File: src/rtl/core/bpc_pkg.sv
// Types and constants shared by the button press commissioning block.
package bpc_pkg;

	localparam int unsigned DEB_W   = 10;
	localparam int unsigned PRESS_W = 16;
	localparam int unsigned TOUT_W  = 18;
	localparam int unsigned STEADY_W = 11;
	localparam int unsigned PCNT_W  = 17;
	localparam int unsigned TIMER_W = 18;
	localparam int unsigned CFG_IDX_W = 3;
	localparam int unsigned CFG_DATA_W = 18;

	typedef enum logic [CFG_IDX_W-1:0] {
		CFG_DEBOUNCE      = 3'd0,
		CFG_LONG_PRESS    = 3'd1,
		CFG_FACTORY_RESET = 3'd2,
		CFG_READY_TIMEOUT = 3'd3,
		CFG_FAILED_HOLD   = 3'd4
	} cfg_idx_t;

	typedef enum logic [1:0] {
		MODE_IDLE   = 2'd0,
		MODE_READY  = 2'd1,
		MODE_FAILED = 2'd2
	} mode_t;

	typedef enum logic [1:0] {
		EV_NONE    = 2'd0,
		EV_ACTIVE  = 2'd1,
		EV_FAILED  = 2'd2,
		EV_FACTORY = 2'd3
	} event_t;

	typedef enum logic [1:0] {
		KIND_NONE    = 2'd0,
		KIND_SHORT   = 2'd1,
		KIND_LONG    = 2'd2,
		KIND_FACTORY = 2'd3
	} kind_t;

	localparam logic [DEB_W-1:0]   DEBOUNCE_RST      = 10'd50;
	localparam logic [PRESS_W-1:0] LONG_PRESS_RST    = 16'd3000;
	localparam logic [PRESS_W-1:0] FACTORY_RESET_RST = 16'd10000;
	localparam logic [TOUT_W-1:0]  READY_TIMEOUT_RST = 18'd180000;
	localparam logic [PRESS_W-1:0] FAILED_HOLD_RST   = 16'd5000;

	typedef struct packed {
		logic [DEB_W-1:0]   debounce_ms;
		logic [PRESS_W-1:0] long_press_ms;
		logic [PRESS_W-1:0] factory_reset_ms;
		logic [TOUT_W-1:0]  ready_timeout_ms;
		logic [PRESS_W-1:0] failed_hold_ms;
	} cfg_t;

	typedef struct packed {
		mode_t  mode;
		event_t event_res;
		kind_t  press_kind;
		logic   held;
	} res_t;

endpackage

File: src/rtl/core/bpc_if.sv
// Valid/ready channel interfaces for tick beats and result beats.
interface bpc_tick_if;
	logic valid;
	logic ready;
	logic button_level;
	logic stop_request;

	modport source (output valid, output button_level, output stop_request, input ready);
	modport sink (input valid, input button_level, input stop_request, output ready);
endinterface

interface bpc_res_if;
	logic       valid;
	logic       ready;
	logic [1:0] mode;
	logic [1:0] event_res;
	logic [1:0] press_kind;
	logic       held;

	modport source (output valid, output mode, output event_res, output press_kind,
		output held, input ready);
	modport sink (input valid, input mode, input event_res, input press_kind,
		input held, output ready);
endinterface

File: src/rtl/core/bpc_core.sv
// Debounce, press timing and mode machine; state advances once per accepted tick.
module bpc_core import bpc_pkg::*; (
	input  logic clk,
	input  logic arst_n,
	input  logic advance,
	input  logic button_level,
	input  logic stop_request,
	input  cfg_t cfg,
	output res_t res
);

	logic                last_raw_q;
	logic [STEADY_W-1:0] steady_q;
	logic                stable_q;
	logic [PCNT_W-1:0]   press_q;
	mode_t               mode_q;
	logic [TIMER_W-1:0]  timer_q;

	logic [STEADY_W-1:0] steady_d;
	logic                stable_d;
	logic [PCNT_W-1:0]   press_d;
	mode_t               mode_d;
	logic [TIMER_W-1:0]  timer_d;
	event_t              event_d;
	kind_t               kind_d;
	logic                change;

	always_comb begin
		steady_d = (button_level != last_raw_q) ? '0 :
			((steady_q == '1) ? steady_q : steady_q + 1'b1);
		change = (steady_d > {1'b0, cfg.debounce_ms}) && (button_level != stable_q);
	end

	// next state
	always_comb begin
		timer_d  = timer_q;
		press_d  = press_q;
		mode_d   = mode_q;
		stable_d = stable_q;
		event_d  = EV_NONE;
		kind_d   = KIND_NONE;
		if ((mode_q == MODE_READY || mode_q == MODE_FAILED) && timer_q != '1) begin
			timer_d = timer_q + 1'b1;
		end
		if (!stable_q && press_q != '1) begin
			press_d = press_q + 1'b1;
		end
		if (change) begin
			stable_d = button_level;
			if (!button_level) begin
				press_d = '0;
			end else if (press_d >= {1'b0, cfg.factory_reset_ms}) begin
				kind_d  = KIND_FACTORY;
				event_d = EV_FACTORY;
				mode_d  = MODE_IDLE;
				timer_d = '0;
			end else if (press_d >= {1'b0, cfg.long_press_ms}) begin
				kind_d = KIND_LONG;
				if (mode_q == MODE_IDLE) begin
					mode_d  = MODE_READY;
					timer_d = '0;
					event_d = EV_ACTIVE;
				end
			end else begin
				kind_d = KIND_SHORT;
			end
		end
		if (mode_d == MODE_READY && timer_d > cfg.ready_timeout_ms) begin
			mode_d  = MODE_FAILED;
			timer_d = '0;
			event_d = EV_FAILED;
		end
		if (mode_d == MODE_FAILED && timer_d > {{(TIMER_W-PRESS_W){1'b0}}, cfg.failed_hold_ms})
		begin
			mode_d  = MODE_IDLE;
			timer_d = '0;
		end
		if (stop_request) begin
			mode_d  = MODE_IDLE;
			timer_d = '0;
		end
	end

	// outputs
	always_comb begin
		res.mode       = mode_d;
		res.event_res  = event_d;
		res.press_kind = kind_d;
		res.held       = ~stable_d;
	end

	always_ff @(posedge clk or negedge arst_n) begin
		if (!arst_n) begin
			last_raw_q <= 1'b1;
			steady_q   <= '0;
			stable_q   <= 1'b1;
			press_q    <= '0;
			mode_q     <= MODE_IDLE;
			timer_q    <= '0;
		end else if (advance) begin
			last_raw_q <= button_level;
			steady_q   <= steady_d;
			stable_q   <= stable_d;
			press_q    <= press_d;
			mode_q     <= mode_d;
			timer_q    <= timer_d;
		end
	end

	a_ready_timer_bound: assert property (@(posedge clk) disable iff (!arst_n)
		mode_q == MODE_IDLE |-> timer_q == '0)
		else $error("timer running in idle");

	a_factory_forces_idle: assert property (@(posedge clk) disable iff (!arst_n)
		advance && kind_d == KIND_FACTORY |=> mode_q == MODE_IDLE && timer_q == '0)
		else $error("factory reset did not force idle");

	a_held_tracks_press: assert property (@(posedge clk) disable iff (!arst_n)
		advance && change && !button_level |=> press_q == '0 && !stable_q)
		else $error("press timer not restarted on press");

endmodule

File: src/rtl/core/button_press_commissioning_fsm_top.sv
// Top level of the button press commissioning block.
//
// Channels: tick (sink) takes one beat per millisecond tick with the raw
// active-low button_level and stop_request; res (source) gives one beat per
// tick with mode, event_res, press_kind and held after that tick.
// Configuration: cfg_we/cfg_idx/cfg_wdata write one of five registers
// (debounce, long press, factory reset, ready timeout, failed hold) at a
// rising edge; indexes five to seven are ignored. Write only while idle.
// Output: the result beat is registered and appears in the cycle after its tick beat is taken.
// Throughput: one tick per cycle while res is not held off; the state update and
// classification are a single pass of counters and compares between the state
// registers and the result register.
// Reset: arst_n clears the result channel, returns the button state to
// released, the mode to idle and the registers to their default values.
// Stall: while res is held off, the waiting beat stays in the result
// register and tick is not taken until that beat leaves; a beat can be taken
// in the same cycle as the waiting one goes.
module button_press_commissioning_fsm_top import bpc_pkg::*; (
	input  logic                  clk,
	input  logic                  arst_n,
	bpc_tick_if.sink              tick,
	bpc_res_if.source             res,
	input  logic                  cfg_we,
	input  logic [CFG_IDX_W-1:0]  cfg_idx,
	input  logic [CFG_DATA_W-1:0] cfg_wdata
);

	cfg_t cfg_q;
	res_t res_d;
	res_t res_q;
	logic res_valid_q;
	logic take;

	assign tick.ready = !res_valid_q || res.ready;
	assign take       = tick.valid && tick.ready;

	always_ff @(posedge clk or negedge arst_n) begin
		if (!arst_n) begin
			cfg_q.debounce_ms      <= DEBOUNCE_RST;
			cfg_q.long_press_ms    <= LONG_PRESS_RST;
			cfg_q.factory_reset_ms <= FACTORY_RESET_RST;
			cfg_q.ready_timeout_ms <= READY_TIMEOUT_RST;
			cfg_q.failed_hold_ms   <= FAILED_HOLD_RST;
		end else if (cfg_we) begin
			case (cfg_idx)
				CFG_DEBOUNCE:      cfg_q.debounce_ms      <= cfg_wdata[DEB_W-1:0];
				CFG_LONG_PRESS:    cfg_q.long_press_ms    <= cfg_wdata[PRESS_W-1:0];
				CFG_FACTORY_RESET: cfg_q.factory_reset_ms <= cfg_wdata[PRESS_W-1:0];
				CFG_READY_TIMEOUT: cfg_q.ready_timeout_ms <= cfg_wdata[TOUT_W-1:0];
				CFG_FAILED_HOLD:   cfg_q.failed_hold_ms   <= cfg_wdata[PRESS_W-1:0];
				default: ;
			endcase
		end
	end

	bpc_core u_core (
		.clk          (clk),
		.arst_n       (arst_n),
		.advance      (take),
		.button_level (tick.button_level),
		.stop_request (tick.stop_request),
		.cfg          (cfg_q),
		.res          (res_d)
	);

	always_ff @(posedge clk or negedge arst_n) begin
		if (!arst_n) begin
			res_valid_q <= 1'b0;
		end else if (take) begin
			res_valid_q <= 1'b1;
		end else if (res.ready) begin
			res_valid_q <= 1'b0;
		end
	end

	always_ff @(posedge clk) begin
		if (take) begin
			res_q <= res_d;
		end
	end

	assign res.valid      = res_valid_q;
	assign res.mode       = res_q.mode;
	assign res.event_res  = res_q.event_res;
	assign res.press_kind = res_q.press_kind;
	assign res.held       = res_q.held;

	a_beat_follows_tick: assert property (@(posedge clk) disable iff (!arst_n)
		take |=> res_valid_q)
		else $error("no result beat after tick");

	a_factory_pairs: assert property (@(posedge clk) disable iff (!arst_n)
		res_valid_q && res_q.press_kind == KIND_FACTORY |-> res_q.event_res == EV_FACTORY)
		else $error("factory release without factory event");

	a_active_from_long: assert property (@(posedge clk) disable iff (!arst_n)
		res_valid_q && res_q.event_res == EV_ACTIVE |-> res_q.press_kind == KIND_LONG)
		else $error("commissioning entered without long press");

	a_held_no_release: assert property (@(posedge clk) disable iff (!arst_n)
		res_valid_q && res_q.held |-> res_q.press_kind == KIND_NONE)
		else $error("release classified while held");

endmodule
File: src/flat_wrapper.sv
// flat-port wrapper written by rule: the top's interface ports become plain ports
module button_press_commissioning_fsm_top_flat import bpc_pkg::*;
  (clk, arst_n, cfg_we, cfg_idx, cfg_wdata, tick_valid, tick_button_level, tick_stop_request, tick_ready, res_valid, res_mode, res_event_res, res_press_kind, res_held, res_ready);
  bpc_tick_if tick_i ();
  bpc_res_if res_i ();
  input  logic clk;
  input  logic arst_n;
  input  logic cfg_we;
  input  logic [CFG_IDX_W-1:0] cfg_idx;
  input  logic [CFG_DATA_W-1:0] cfg_wdata;
  input wire logic [$bits(tick_i.valid)-1:0] tick_valid;
  input wire logic [$bits(tick_i.button_level)-1:0] tick_button_level;
  input wire logic [$bits(tick_i.stop_request)-1:0] tick_stop_request;
  output wire logic [$bits(tick_i.ready)-1:0] tick_ready;
  output wire logic [$bits(res_i.valid)-1:0] res_valid;
  output wire logic [$bits(res_i.mode)-1:0] res_mode;
  output wire logic [$bits(res_i.event_res)-1:0] res_event_res;
  output wire logic [$bits(res_i.press_kind)-1:0] res_press_kind;
  output wire logic [$bits(res_i.held)-1:0] res_held;
  input wire logic [$bits(res_i.ready)-1:0] res_ready;
  assign tick_i.valid = tick_valid;
  assign tick_i.button_level = tick_button_level;
  assign tick_i.stop_request = tick_stop_request;
  assign tick_ready = tick_i.ready;
  assign res_valid = res_i.valid;
  assign res_mode = res_i.mode;
  assign res_event_res = res_i.event_res;
  assign res_press_kind = res_i.press_kind;
  assign res_held = res_i.held;
  assign res_i.ready = res_ready;
  button_press_commissioning_fsm_top u_core (.clk(clk), .arst_n(arst_n), .tick(tick_i), .res(res_i), .cfg_we(cfg_we), .cfg_idx(cfg_idx), .cfg_wdata(cfg_wdata));
endmodule
File: config.mk
export PLATFORM = sky130hd
export DESIGN_NAME = button_press_commissioning_fsm_top_flat
export DESIGN_NICKNAME = d
export VERILOG_FILES = /design/src/rtl/core/bpc_pkg.sv /design/src/rtl/core/bpc_if.sv /design/src/rtl/core/bpc_core.sv /design/src/rtl/core/button_press_commissioning_fsm_top.sv /design/src/flat_wrapper.sv
export SDC_FILE = /design/constraint.sdc
export NUM_CORES = 1
export LEC_CHECK = 0
export ABC_AREA = 1
export BUFFER_PORTS_ARGS = -buffer_cell sky130_fd_sc_hd__buf_2
export CORE_MARGIN = 2
export CORE_UTILIZATION = 45
export DETAILED_ROUTE_END_ITERATION = 10
export SLEW_MARGIN = 20
export SYNTH_ARGS = -nofsm -noshare
export SYNTH_HDL_FRONTEND = slang
export SYNTH_SLANG_ARGS = --single-unit
export TNS_END_PERCENT = 20
File: constraint.sdc
create_clock -name clk -period 13.1 [get_ports clk]
set_input_delay 1.31 -clock clk [delete_from_list [all_inputs] [get_ports clk]]
set_output_delay 1.31 -clock clk [all_outputs]
set_load 0.02 [all_outputs]
# Word-level counts from Yosys, hierarchy flattened
# Index checks and enable logic that the tools add are counted.
[word_totals]
elab_cells = 93
reg_bits = 134
inputBits = 28
[op_classes]
order_cmp = 5
eq_ne = 13
n_reduce_logical = 20
n_bitwise = 3
n_mux = 32
n_addsub = 3
[ops]
columns = ["cell", "count"]
rows = [
  ["18-bit 2-to-1 mux", 9],
  ["17-bit 2-to-1 mux", 3],
  ["17-bit by 16-bit >= comparator with 1-bit output", 2],
  ["2-bit 2-to-1 mux", 13],
  ["11-bit 2-to-1 mux", 2],
  ["18-bit by 1-bit adder with 18-bit output (second input constant)", 1],
  ["18-bit by 16-bit greater-than comparator with 1-bit output", 1],
  ["18-bit greater-than comparator", 1],
  ["18-bit inequality test (second input constant)", 1],
  ["17-bit by 1-bit adder with 17-bit output (second input constant)", 1],
  ["17-bit inequality test (second input constant)", 1],
  ["2-bit AND reduction", 6],
  ["11-bit by 1-bit adder with 11-bit output (second input constant)", 1],
  ["11-bit equality test (second input constant)", 1],
  ["11-bit by 10-bit greater-than comparator with 1-bit output", 1],
  ["3-bit by 2-bit equality test with 1-bit output (second input constant)", 2],
  ["1-bit logical AND", 6],
  ["1-bit 2-to-1 mux", 5],
  ["2-bit by 1-bit equality test with 1-bit output (second input constant)", 2],
  ["2-bit equality test (second input constant)", 2],
  ["3-bit by 1-bit equality test with 1-bit output (second input constant)", 1],
  ["3-bit equality test (second input constant)", 1],
  ["3-bit zero test", 1],
  ["1-bit inverter", 3],
  ["6 further kinds", 9],
]

# Longest topological paths before layout
[logic_depth]
word_depth = 16
mapped_depth = 54
ltp_nobuf = 50

# By module
# A second synthesis with hierarchy kept.
[unflattened]
cells_unflattened = 1228
area_unflattened_um2 = 9147.5
[modules_own_cells]
columns = ["mod", "n_inst", "area_each_um2", "cells_each"]
rows = [
  ["bpc_core", 1, 5779.3, 878],
  ["button_press_commissioning_fsm_top", 1, 3368.2, 350],
]

# Worst setup path after synthesis
# Ideal clock, no wire load.
[synth_path]
kind = "register to register"
from = "register u_core.u_core.press_q[0]"
to = "register u_core.u_core.timer_q[0]"
required_time_ns = 12.984
setup_slack_ns = 6.688
setup_ns = 0.116
path_stages_with_launch = 51
arrival_ns = 6.296
path_cell_list = "dfrtp_1 -> ha_1 -> nand4_1 -> nor2_1 -> ha_1 -> inv_1 -> nand2_2 -> nor4_1 -> nand3_1 -> nor2_1 -> nand3_1 -> nor2_1 -> nand3_1 -> nor2_1 -> xor2_1 -> inv_1 -> ha_1 -> inv_1 -> [15 not listed] -> nand3_4 -> buf_6 -> buf_6 -> nand2_1 -> inv_1 -> ha_1 -> nand2_1 -> nor2_1 -> o211ai_1 -> nand4_1 -> a21oi_1 -> o21ai_0 -> nand2_1 -> nand3_2 -> nand2_4 -> buf_12 -> nand2_2 -> nand2_1"
[synth_via]
elab_chain_len = 15
elab_cells_between_ends = 24
cone_classes = "add/sub: 1; order compare: 4; eq/ne: 3; mux: 13; reduce/logical: 3"
[synth_rtl]
columns = ["element", "line", "rtl"]
rows = [
  ["from (decl)", "bpc_core.sv:15", "logic [PCNT_W-1:0] press_q;"],
  ["from (signal assigned)", "bpc_core.sv:104", "press_q <= press_d;"],
  ["parallel branches: the longest is 2 deep, another holds 17-bit by 1-bit adder with 17-bit output", "--", ""],
  ["17-bit 2-to-1 mux *", "bpc_core.sv:45", "if (!stable_q && press_q != '1) begin"],
  ["17-bit by 16-bit >= comparator with 1-bit output", "bpc_core.sv:57", "end else if (press_d >= {1'b0, cfg.long_press_ms}) begin"],
  ["18-bit 2-to-1 mux or 2-bit 2-to-1 mux (tied branches)", "bpc_core.sv:57", ""],
  ["18-bit 2-to-1 mux or 2-bit 2-to-1 mux (tied branches)", "bpc_core.sv:52", "end else if (press_d >= {1'b0, cfg.factory_reset_ms}) begin"],
  ["18-bit 2-to-1 mux or 2-bit 2-to-1 mux (tied branches)", "bpc_core.sv:50", "if (!button_level) begin"],
  ["18-bit 2-to-1 mux or 2-bit 2-to-1 mux (tied branches)", "bpc_core.sv:48", "if (change) begin"],
  ["18-bit greater-than comparator or 2-bit by 1-bit equality test with 1-bit output (tied branches)", "bpc_core.sv:68", "if (mode_d == MODE_READY && timer_d > cfg.ready_timeout_ms) begin"],
  ["1-bit logical AND", "bpc_core.sv:68", ""],
  ["18-bit 2-to-1 mux or 2-bit 2-to-1 mux (tied branches)", "bpc_core.sv:68", ""],
  ["18-bit by 16-bit greater-than comparator with 1-bit output or 2-bit equality test (tied branches)", "bpc_core.sv:73", "if (mode_d == MODE_FAILED && timer_d > {{(TIMER_W-PRESS_W){1'b0}}, cfg.failed_hold_ms})"],
  ["1-bit logical AND", "bpc_core.sv:73", ""],
  ["18-bit 2-to-1 mux *", "bpc_core.sv:73", ""],
  ["18-bit 2-to-1 mux *", "bpc_core.sv:78", "if (stop_request) begin"],
  ["to (signal assigned)", "bpc_core.sv:106", "timer_q <= timer_d;"],
  ["to (decl)", "bpc_core.sv:17", "logic [TIMER_W-1:0] timer_q;"],
]
# Mark *: on every way between the ends.
# A chain may end at the register's enable or synchronous reset.

==> metrics.yaml <==
status:
  status: "completed"
grt:
  grt_max_degree: 68
  grt.overflow.total: 0
  grt_pass1_wl_mm: 34.8
  antenna_found_initial: 0
  grt.total_usage_pct: 22.2
  grt_pass1_vias: 6728
pwr:
  intPower_mw: 0.980
  power.share.sequential_pct: 36.0
  combPwrFrac_pct: 31.3
  switching_power_mw: 0.550
  p_leak_nw: 5.12
  p_clk_share_pct: 32.7
  ir_drop_v: 0.000107
  switching_share_pct: 35.9
  p_per_area_nw_per_um2: 157
setup_path:
  reg2regPathDepth: 46
  crit_required_ns: 13.29
  cp.depth: 46
  cp-startpoint: "u_core.u_core.press_q[0]$_DFFE_PN0P_"
  worst-path-buf-inv: 5
  startpoint_type: "register"
  worst-path-max-fanout: 23
  r2r-start: "u_core.u_core.press_q[0]$_DFFE_PN0P_"
  worst_setup_path_end_kind: "register"
  cp_common_cell: "nor2_1"
  crit_type: "reg2reg"
  arrival_ns: 7.58
  slowest_delay_ns: 0.39
  cp_top_family: "simple AND/OR/NAND/NOR gates"
  slowest_stage: "dfrtp_1"
detailed_routing:
  avgViaCountPerCell: 4.97
  first_iter_violations: 474
  num_vias: 7091
  drc: 0
  dr.pass1.iters: 5
  drt_wl_total_mm: 21.2
  wl_per_cell_um: 14.9
  antenna_left: 0
timing:
  clock-skew-final_ns: 0.00799
  finalCriticalPeriod_ns: 7.39
  maxSlewViolCount: 0
  setup_violations: 0
  finalSetupTns_ns: 0
  rsz0062_at_grt: "false"
  max_slew.worst_pin.slew_ns: 0.974
  fmax_mhz: 135
  slew_headroom_pct: 34.9
  fin_ws_ns: 5.71
  hold_violations: 0
  period_share_pct: 56.4
synth:
  syn-cell-area_um2: 8710
  synth_top_flop_cell: "dfrtp_1"
  synth_nets: 1231
  syn_area_per_cell_um2: 7.77
  synthTopCellsByArea: "dfrtp_1 28%, nand2_1 12%, ha_1 12%"
  ys_seq_area_share_pct: 39.3
  synth-edff-count: 7
  synth_cell_types: 49
  netlist_instances: 1121
  ys_warn_count: 0
  synth-seq-cells: 134
  synth_top_area_share_pct: 27.6
  ys_async_sr_fraction_pct: 94.8
  netlist.top_cell.by_area: "dfrtp_1"
worst_hold_path:
  holdPathStages: 2
  min_from: "u_core.cfg_q[19]$_DFFE_PN0P_"
  worstHoldPathType: "reg2reg"
clocking:
  cts_setup_buffers: 0
  cts.reportedPaths.clkPinSlew_ns: 0.06
  cts_tree: "built"
  htreeDepth: 4
  clockRootBuffer: "clkbuf_16"
  postCtsHoldBufs: 0
  cts_buffers: 17
  clock_sinks: 134
  clock_path_buffers: 2
  clk_latency_ns: 0.43
  cts_resized: 0
floorplanning:
  dieArea_um2: 20500
  initial_utilization_pct: 46.3
  ioPinCount: 37
  die-height_um: 143
  fp-row-count: 50
  coreArea_um2: 18800
  fp.dieW_um: 143
layout:
  seq_area_um2: 3430
  n_antenna_cell: 0
  stdcell_count: 1427
  multi_input_area_um2: 4360
  layout-drive-gt1-share_pct: 13.8
  fillers: 1858
  final_area_um2: 9740
  area_delta_synth_final_pct: 11.8
  final_nets: 1264
placed_design:
  place_area_um2: 9110
  gp_congestion: 0.922
  detailed_place_hpwl_mm: 15.8
  port_buffers: 36
  place_inst: 1395
  pre_cts_slack_ns: 5.79
run:
  max_cap_viol_count: 0
[logic make-up after synthesis]
group           count (synthesis)  synth area share (%)
simple gates                  466                  24.2
fa+ha+maj                      82                  11.8
mux                             1                 0.115
compound gates                170                  10.5
xor+xnor                       32                  3.30
flops                         134                  39.3
buf+inv                       236                  10.7
[tightest hold or removal path, stage by stage, from the launching register on]
cell	delay [ns]
dfrtp_1	0.34
nand2_1	0.05
o21ai_0	0.06
[area by class of cell]
cell class	instances	share of cell area [%]
multi-input combinational	751	44.8
clock inverter	9	1.17
clock buffer	23	5.13
timing repair buffer	42	2.34
sequential	134	35.2
inverter	208	8.02
tap	260	3.34
[per-layer routing]
metal  vias to the layer above  share of wire, %  routed length, um  GRT usage (%)
li1                       3643                 -                  -              -
met1                      3279                49              10400           30.9
met2                       138                45               9590           35.3
met3                        31               3.6                763           3.12
met4                         0               2.2                463           8.23
met5                         -                 0                  0              0
[power groups by stage]
stage               Clock (mW)  Sequential (mW)  Combinational (mW)
finish                   0.499            0.551               0.479
global route             0.525            0.561               0.555
CTS                      0.510            0.550               0.480
detailed placement           0            0.556               0.474
global placement             0            0.556               0.464
floorplan                    0            0.546               0.351
[registers in the layout, summed over array words and instances (netlist names)]
name and count:
u_core.res.press_kind 2, u_core.res.valid 1, u_core.u_core.stable_q 1, u_core.u_core.last_raw_q 1, u_core.cfg_q 76, u_core.res.held 1
u_core.res.event_res 2, u_core.u_core.press_q 17, u_core.res.mode 2, u_core.u_core.steady_q 11, u_core.u_core.timer_q 18, u_core.u_core.mode_q 2
[cells in the final DEF, fill, tap and decap left out, types with 4 or more instances in the layout]
master and n:
nor2_2 5, nand4_1 15, buf_4 7, inv_2 11, clkbuf_16 18, ha_1 82, nand2_1 274, dfstp_2 31
buf_2 35, nand2_4 4, xor2_1 29, nor4_1 5, nand3_1 40, nor3_1 12, o21ai_0 107, nand2_2 8
nor2_1 71, nand3_2 16, o22ai_1 13, a21oi_1 33, dfrtp_1 96, inv_1 197, edfxtp_1 7
[through the flow]
step                total power, mW  utilization, %  hold WS, ns
global placement               1.02            48.4        0.465
global route                   1.64            51.7        0.506
finish                         1.53            51.7        0.484
detailed placement             1.03            48.4        0.474
floorplan                     0.898               -        0.453
CTS                            1.54            51.6        0.489
[cells in the mapped netlist, drive strengths merged (8+ instances only)]
cell type  number
nand2         286
nand4          17
nor2           78
dfrtp          96
dfstp          31
clkbuf         20
xor2           29
o21ai         111
nand3          57
inv           208
a21oi          34
o22ai          13
buf             8
nor3           14
ha             82
[final timing paths]
path | slack (ns) | end
setup / recovery | 5.71 | u_core.res.mode[1]$_DFFE_PP_
hold / removal | 0.48 | u_core.cfg_q[19]$_DFFE_PN0P_
setup reg to reg | 5.71 | u_core.res.mode[1]$_DFFE_PP_
hold reg to reg | 0.48 | u_core.cfg_q[19]$_DFFE_PN0P_
max in group asynchronous | 10.82 | u_core.u_core.timer_q[1]$_DFFE_PN0P_
min in group asynchronous | 0.92 | u_core.u_core.press_q[4]$_DFFE_PN0P_
Power figures use the tool's default switching activity.
